--- config.mk ---
export PLATFORM = sky130hd
export DESIGN_NAME = vcbad_regs
export DESIGN_NICKNAME = d
export VERILOG_FILES = /design/src/sv/vcbad_pkg.sv /design/src/sv/vcbad_regs.sv
export SDC_FILE = /design/constraint.sdc
export NUM_CORES = 2
export LEC_CHECK = 0
export BUFFER_PORTS_ARGS = -buffer_cell sky130_fd_sc_hd__buf_2
export CAP_MARGIN = 20
export CELL_PAD_IN_SITES_DETAIL_PLACEMENT = 0
export CELL_PAD_IN_SITES_GLOBAL_PLACEMENT = 1
export CORE_AREA = 5 5 467 469
export CTS_BUF_LIST = sky130_fd_sc_hd__clkbuf_8
export CTS_CLUSTER_DIAMETER = 120
export CTS_CLUSTER_SIZE = 24
export DETAILED_ROUTE_END_ITERATION = 10
export DIE_AREA = 0 0 472 474
export PLACE_DENSITY_LB_ADDON = 0.1
export RECOVER_POWER = 100
export SLEW_MARGIN = 0
export SYNTH_ARGS = -nofsm -noshare
export SYNTH_HDL_FRONTEND = slang
export SYNTH_SLANG_ARGS = --single-unit
--- constraint.sdc ---
create_clock -name clk -period 24.1 [get_ports clk]
set_clock_uncertainty 0.1 [all_clocks]
set_input_delay 3.615 -clock clk [delete_from_list [all_inputs] [get_ports clk]]
set_output_delay 3.615 -clock clk [all_outputs]
set_load 0.01 [all_outputs]
--- src/sv/vcbad_pkg.sv ---
`default_nettype none

package vcbad_pkg;

  // Input word: one host access.
  typedef struct packed {
    logic        kind;
    logic [1:0]  access_size;
    logic [19:0] address;
    logic [31:0] write_data;
    logic        vblank_active;
  } req_t;

  // Output word: read data and interrupt status.
  typedef struct packed {
    logic [31:0] read_data;
    logic        irq_clear;
    logic        vbl_enabled;
  } rsp_t;

  // Access direction and size codes.
  localparam logic       KIND_READ  = 1'b0;
  localparam logic       KIND_WRITE = 1'b1;
  localparam logic [1:0] SIZE_BYTE  = 2'd0;
  localparam logic [1:0] SIZE_HALF  = 2'd1;
  localparam logic [1:0] SIZE_LONG  = 2'd2;

  // Address decode: top nibble of the window for the 64 KB ports, and
  // the 32-byte page of the DAC (0x90000 >> 5).
  localparam logic [3:0]  SEG_CRTC  = 4'h8;
  localparam logic [3:0]  SEG_VBL   = 4'hA;
  localparam logic [3:0]  SEG_SENSE = 4'hD;
  localparam logic [14:0] DAC_PAGE  = 15'h4800;

  // DAC register select, from address bits 3:2.
  localparam logic [1:0] DAC_UNUSED = 2'd0;
  localparam logic [1:0] DAC_ADDR_A = 2'd1;
  localparam logic [1:0] DAC_DATA   = 2'd2;
  localparam logic [1:0] DAC_ADDR_B = 2'd3;

  // Where a read byte comes from once the memories have answered.
  localparam logic [1:0] SRC_CONST = 2'd0;
  localparam logic [1:0] SRC_EVEN  = 2'd1;
  localparam logic [1:0] SRC_ODD   = 2'd2;
  localparam logic [1:0] SRC_PAL   = 2'd3;

  localparam logic [7:0] BYTE_ONES = 8'hFF;

  typedef struct packed {
    logic [1:0] src;
    logic [1:0] lane;
    logic [7:0] value;
  } rd_byte_t;

  // Decoded access carried from the memory stage to the result stage.
  typedef struct packed {
    rd_byte_t [3:0] bytes;
    logic           is_read;
    logic [1:0]     size;
    logic           irq_clear;
    logic           vbl_enabled;
  } s2_info_t;

  // Video memory access: rows of both banks, byte enables and data.
  typedef struct packed {
    logic [16:0]     row_even;
    logic [16:0]     row_odd;
    logic [3:0]      be_even;
    logic [3:0]      be_odd;
    logic [3:0][7:0] data_even;
    logic [3:0][7:0] data_odd;
  } vram_acc_t;

  // Register file and DAC updates of one access.
  typedef struct packed {
    logic             pal_we;
    logic [7:0]       pal_wdata;
    logic [7:0]       paddr_next;
    logic             vbl_disabled_next;
    logic [15:0]      crtc_we;
    logic [15:0][7:0] crtc_wdata;
  } regs_upd_t;

  // Clearing pass status from the video memory to the DAC.
  typedef struct packed {
    logic       active;
    logic       pal_we;
    logic [7:0] pal_index;
  } clr_t;

endpackage

`default_nettype wire

--- src/sv/vcbad_regs.sv ---
`default_nettype none

module vcbad_regs
  import vcbad_pkg::*;
(
  input  logic       clk,
  input  logic       rst,
  input  logic       commit,
  input  clr_t       clr,
  input  regs_upd_t  upd,
  output logic [7:0] paddr,
  output logic       vbl_disabled,
  output logic [7:0] pal_q
);

  logic [7:0] palette [256];
  logic [7:0] crtc    [16];
  logic       pal_we;
  logic [7:0] pal_wa;
  logic [7:0] pal_wd;

  // Palette write port: during clearing, 0x00 to entries 0-127 and 0xFF to 128-255, else DAC data.
  always_comb begin
    if (clr.pal_we) begin
      pal_we = 1'b1;
      pal_wa = clr.pal_index;
      pal_wd = {8{clr.pal_index[7]}};
    end else begin
      pal_we = commit && upd.pal_we;
      pal_wa = paddr;
      pal_wd = upd.pal_wdata;
    end
  end

  always_ff @(posedge clk) begin
    if (pal_we) begin
      palette[pal_wa] <= pal_wd;
    end
    if (commit) begin
      pal_q <= palette[paddr];
    end
  end

  // DAC address and VBL interrupt disable.
  always_ff @(posedge clk) begin
    if (rst) begin
      paddr        <= '0;
      vbl_disabled <= 1'b1;
    end else if (commit) begin
      paddr        <= upd.paddr_next;
      vbl_disabled <= upd.vbl_disabled_next;
    end
  end

  // CRTC register file, inverted low bytes.
  always_ff @(posedge clk) begin
    for (int i = 0; i < 16; i++) begin
      if (rst) begin
        crtc[i] <= '0;
      end else if (commit && upd.crtc_we[i]) begin
        crtc[i] <= upd.crtc_wdata[i];
      end
    end
  end

endmodule

`default_nettype wire

---- After elaboration in Yosys (flattened, before gate mapping) ----
Memories as Yosys holds them, arrays and structs flattened. A register that Yosys moved wholly into a read port is not among the register bits.
Cells that the tools add are included.
storage, ports and cells
  latch bits .............................. 0
  input port bits ......................... 175
  ROM bits ................................ 0
  memories kept ........................... 1
  flip-flop bits (word level) ............. 9
  output and inout port bits .............. 17
  logic and storage cells ................. 9
  memory bits (writable) .................. 2048
cells by class
  muxes and demuxes ....................... 5
  add/sub/neg operators ................... 0
  equal/unequal tests ..................... 0
  reductions and logical operators ........ 1
  bitwise logic cells ..................... 0
  div/mod/pow operators ................... 0
  shifts and indexed selects .............. 0
  multipliers ............................. 0
  $lt $le $gt $ge ......................... 0
memory list
  name     words  bits a word  read ports  clocked after memory_dff  wr ports  line              RTL
  palette  256    8            1           1                         1         vcbad_regs.sv:16  logic [7:0] palette [256];
operators with widths
  cell               number
  $mux 8             2
  $mux 1             3
  $logic_and 1x1->1  1

---- Logic depth before layout (Yosys ltp) ----
  word-level depth ........................ 4
  depth in mapped cells ................... 12
  depth with buffers taken out ............ 6

---- Least setup slack after synthesis ----
No wires, ideal clock.
  path kind ............................... input to register
  from .................................... input clr[8] in the netlist's numbering
  to ...................................... memory palette[0][0] (data pin)
  buffers on the path ..................... 2
  library setup time ...................... 2.187 ns
  data required time ...................... 21.813 ns
  cell stages on the path ................. 3
  slack ................................... 7.924 ns
  data arrival time ....................... 13.889 ns
  cell sequence ........................... clkbuf_1 -> clkbuf_1 -> o21ai_0
between the ends
  cells in the longest elaborated chain, start to end .. 1
ends and longest elaborated chain
  element        line              RTL
  from (decl)    vcbad_regs.sv:9   input clr_t clr,
  $mux 8         vcbad_regs.sv:24  if (clr.pal_we) begin
  net pal_wd[0]  vcbad_regs.sv:20  logic [7:0] pal_wd;
  to (decl)      vcbad_regs.sv:16
The timed path passes the listed nets, and every way through them passes these cells.

---- Worst setup path after layout ----
  from .................................... input clr[8] in the netlist's numbering
  to ...................................... memory palette[91][6] (data pin)
The elaborated chain is that of the path after synthesis.

==> key figures <==
Placed design
  – Pre-CTS setup slack: ~16000 ps
  – Routability Congestion: 0.765
  – Port Buffer Count: between 40 and 50
  – Dpl cells: 6556
  – Post-DP HPWL: around 140 mm

Die
  – Core Footprint: between 200000 and 250000 um2
  – Std cell rows: 170
  – Die width: ~470 um
  – I/O pin cnt: roughly 190
  – Initial Util: between 30% and 40%
  – Die Ht: 474 um
  – Die area: around 220000 um2

Clocking
  – CTS buffer count: 96
  – Clock root cell: clkbuf_8
  – PostCTS Resize Cnt: 0
  – Clk_lat worst skew: about 900 ps
  – Reg clk slew, reported paths: 140 ps
  – CTS sink count: between 2000 and 2500
  – CTS Hold Buffers Added: 0
  – Post-CTS Setup Inserts: 0
  – H-tree depth: 3
  – CTS tree: built
  – CTS Buffer Depth: 3

Setup path
  – Most common cell on crit path: clkbuf_1
  – CP Cell Sequence: buf_2 -> clkbuf_1 -> nand2_1 -> o21ai_0 -> clkbuf_1 -> clkbuf_1 -> clkbuf_1
  – Critical path arrival: roughly 14000 ps
  – CP endpoint kind: flip-flop
  – CP Class: in2reg
  – Crit-path max cell delay: ~3200 ps
  – WP data required: 24230 ps
  – FF-to-FF setup slack: approximately 12000 ps
  – Slowest-stage cell, CP: clkbuf_1
  – Max FO, Critical Path: a little under 80
  – Worst setup SP type: input port

Global route
  – First-pass GRT wire length: 313 mm
  – Largest net degree at the start of global routing: 190
  – Vias in the first global route: slightly below 40000
  – Global Route Usage Sum: between 15 and 20%
  – Initial antenna violation count: 14
  – GR Overflow Total: 0

Route
  – Total number of vias: 37600
  – DRC: 0
  – DR pass1 iterations: 5
  – Routed WL per cell: 33.6 um
  – Post-DRT Antenna Nets: 0
  – Final Routed Wirelength: 225 mm
  – Vias per Instance: 5.61
  – Number of DRC markers in iteration 0: roughly 3800

STA
  – Fin crit share: between 50 and 60%
  – RSZ-0062 raised after global routing: no
  – Worst slew margin: -538%
  – FMAX: between 70 and 80 MHz
  – Setup WS post-layout: about 10000 ps
  – Hold Slack: between 400 and 500 ps
  – Worst-Margin Slew: ~9600 ps
  – Pins Over Slew Limit: about 2300
  – Period minus WS final: ~14000 ps
  – Final Hold Viols: 0
  – Setup Viol. Count Final: 0
  – Setup_tns: 0 ps

Final layout
  – Area occupied by registers: approximately 62000 um2
  – Share of cells above drive strength 1: roughly 18%
  – Nets@finish: approximately 4000
  – Syn-to-layout area delta: 5.67%
  – Fillers: between 15000 and 20000
  – Post-Route Utilization: 39.8%
  – Area occupied by multi-input gates: around 17000 um2
  – Final non-filler cell total: 6699

Worst hold path
  – Min-delay worst type: reg2reg

Yosys
  – Syn Inst Count: between 3000 and 4000
  – Yosys warnings: 0
  – Top-count cell post-synth: edfxtp_1
  – Post-synth top area cell: edfxtp_1
  – Synth Net Count: between 3000 and 4000
  – Ys flop type: edfxtp_1
  – Yosys cell types: slightly below 70
  – EDFF count, synth: slightly above 2000
  – Netlist Area Pre-Place: about 80000 um2
  – Ys async rst share: 0%
  – Register bit total from synthesis: roughly 2100
  – Seq/Total Area, Yosys: roughly 77%
  – Top cells by area, synth: edfxtp_1 (77%), mux4_2 (13%), mux2i_1 (1.8%)
  – Mapped Avg Cell Area: between 20 and 25 um2
  – Top-area cell type share of the netlist area: 76.7%
  – Post-synth top cells: edfxtp_1 (2056), mux4_2 (456), nor2_1 (294)

Run status
  – Failing checks: max-capacitance violations, max-slew violations
  – Status: complete, but fails checks

Power
  – Clock power share: between 20% and 30%
  – Switching share of power: about a quarter
  – Leak: roughly 0.025 uW
  – VDD IR max: 40.7 uV
  – Share of power burned in registers: approximately two thirds
  – Comb pwr share: approximately 7.5%
  – Sw power: 1390 uW
  – Cell internal pwr: ~4500 uW
  – Pwr/cell area: a little under 70 nW/um2

Flow run
  – Max-cap violations: 47
## worst max-delay path: cells and delay by family
kind,cells,cell delay (ps)
buffers and inverters,5,8930
and+or+nand+nor,1,840
AOI/OAI and AO/OA,1,450
## registers in the layout, summed over array words and instances (netlist names)
name,count
pal_q,8
vbl_disabled,1
palette,2048
paddr,8
## cell families after synthesis
| group | Yosys count | share of synthesized area, % |
|---|---|---|
| flip-flops | 2065 | 76.9 |
| multiplexers | 627 | 15.2 |
| AND/OR/NAND/NOR | 501 | 2.68 |
| AO/OA/AOI/OAI | 354 | 3.28 |
| buffers and inverters | 243 | 1.93 |
## cells in the final DEF, fill, tap and decap left out, types with 4 or more instances in the layout
master | synthesis | routed
a211oi_1 | 18 | 18
a21oi_1 | 54 | 54
a221oi_1 | 27 | 27
a22o_1 | 38 | 38
a22oi_1 | 48 | 48
a31oi_1 | 6 | 6
and2_1 | 4 | 4
and3_1 | 5 | 5
buf_12 | 4 | 6
buf_2 | 64 | 36
buf_4 | 20 | 55
clkbuf_1 | 83 | 62
clkbuf_8 | 0 | 101
dfxtp_1 | 9 | 8
edfxtp_1 | 2056 | 2056
inv_1 | 12 | 42
mux2_2 | 11 | 11
mux2i_1 | 146 | 146
mux4_1 | 14 | 14
mux4_2 | 456 | 456
nand2_1 | 90 | 89
nand2b_1 | 12 | 11
nand3_1 | 25 | 25
nor2_1 | 294 | 292
nor2b_1 | 14 | 10
nor3_1 | 22 | 22
nor4_1 | 14 | 14
o21ai_0 | 22 | 20
o221ai_1 | 44 | 44
o22ai_1 | 49 | 49
o31ai_1 | 4 | 4
o32ai_1 | 9 | 13
o41ai_1 | 4 | 4
or2_2 | 4 | 4
## through the flow
stage,instance area [um2],power (uW)
6_report,85100,5910
5_1_grt,85100,6110
3_5_place_dp,83900,4530
3_3_place_gp,83800,4530
2_1_floorplan,80500,4390
4_1_cts,85500,5960
## power groups by stage
stage | Clock [uW] | Sequential (uW) | Combinational (uW)
floorplan | 0 | 4130 | 260
global placement | 0 | 4080 | 448
detailed placement | 0 | 4080 | 454
CTS | 1510 | 4000 | 454
global route | 1630 | 4020 | 467
finish | 1460 | 4010 | 440
## path summary, 6_finish.rpt
path / depth (start not counted) / endpoint / from
min reg2reg: 2 / vbl_disabled / vbl_disabled
max: 7 / palette[91][6] / clr[8]
max reg2reg: 10 / pal_q[0] / paddr[0]
min: 2 / vbl_disabled / vbl_disabled
## per-layer routing
layer	wire [um]	vias up	track usage, %
li1	-	15800	-
met1	101000	20800	29.1
met2	109000	846	32.4
met3	11000	165	2.41
met4	3810	0	3.99
met5	0	-	0
## area by class of cell
type	instances	area share, %
antenna	3	0.00883
timing repair buffer	160	1.12
sequential	2065	72.8
clock inverter	34	0.179
tap	2838	4.17
multi-input combinational	1482	20.0
clock buffer	101	1.63
inverter	16	0.0721
No activity file was read; power rests on OpenSTA's default activity.
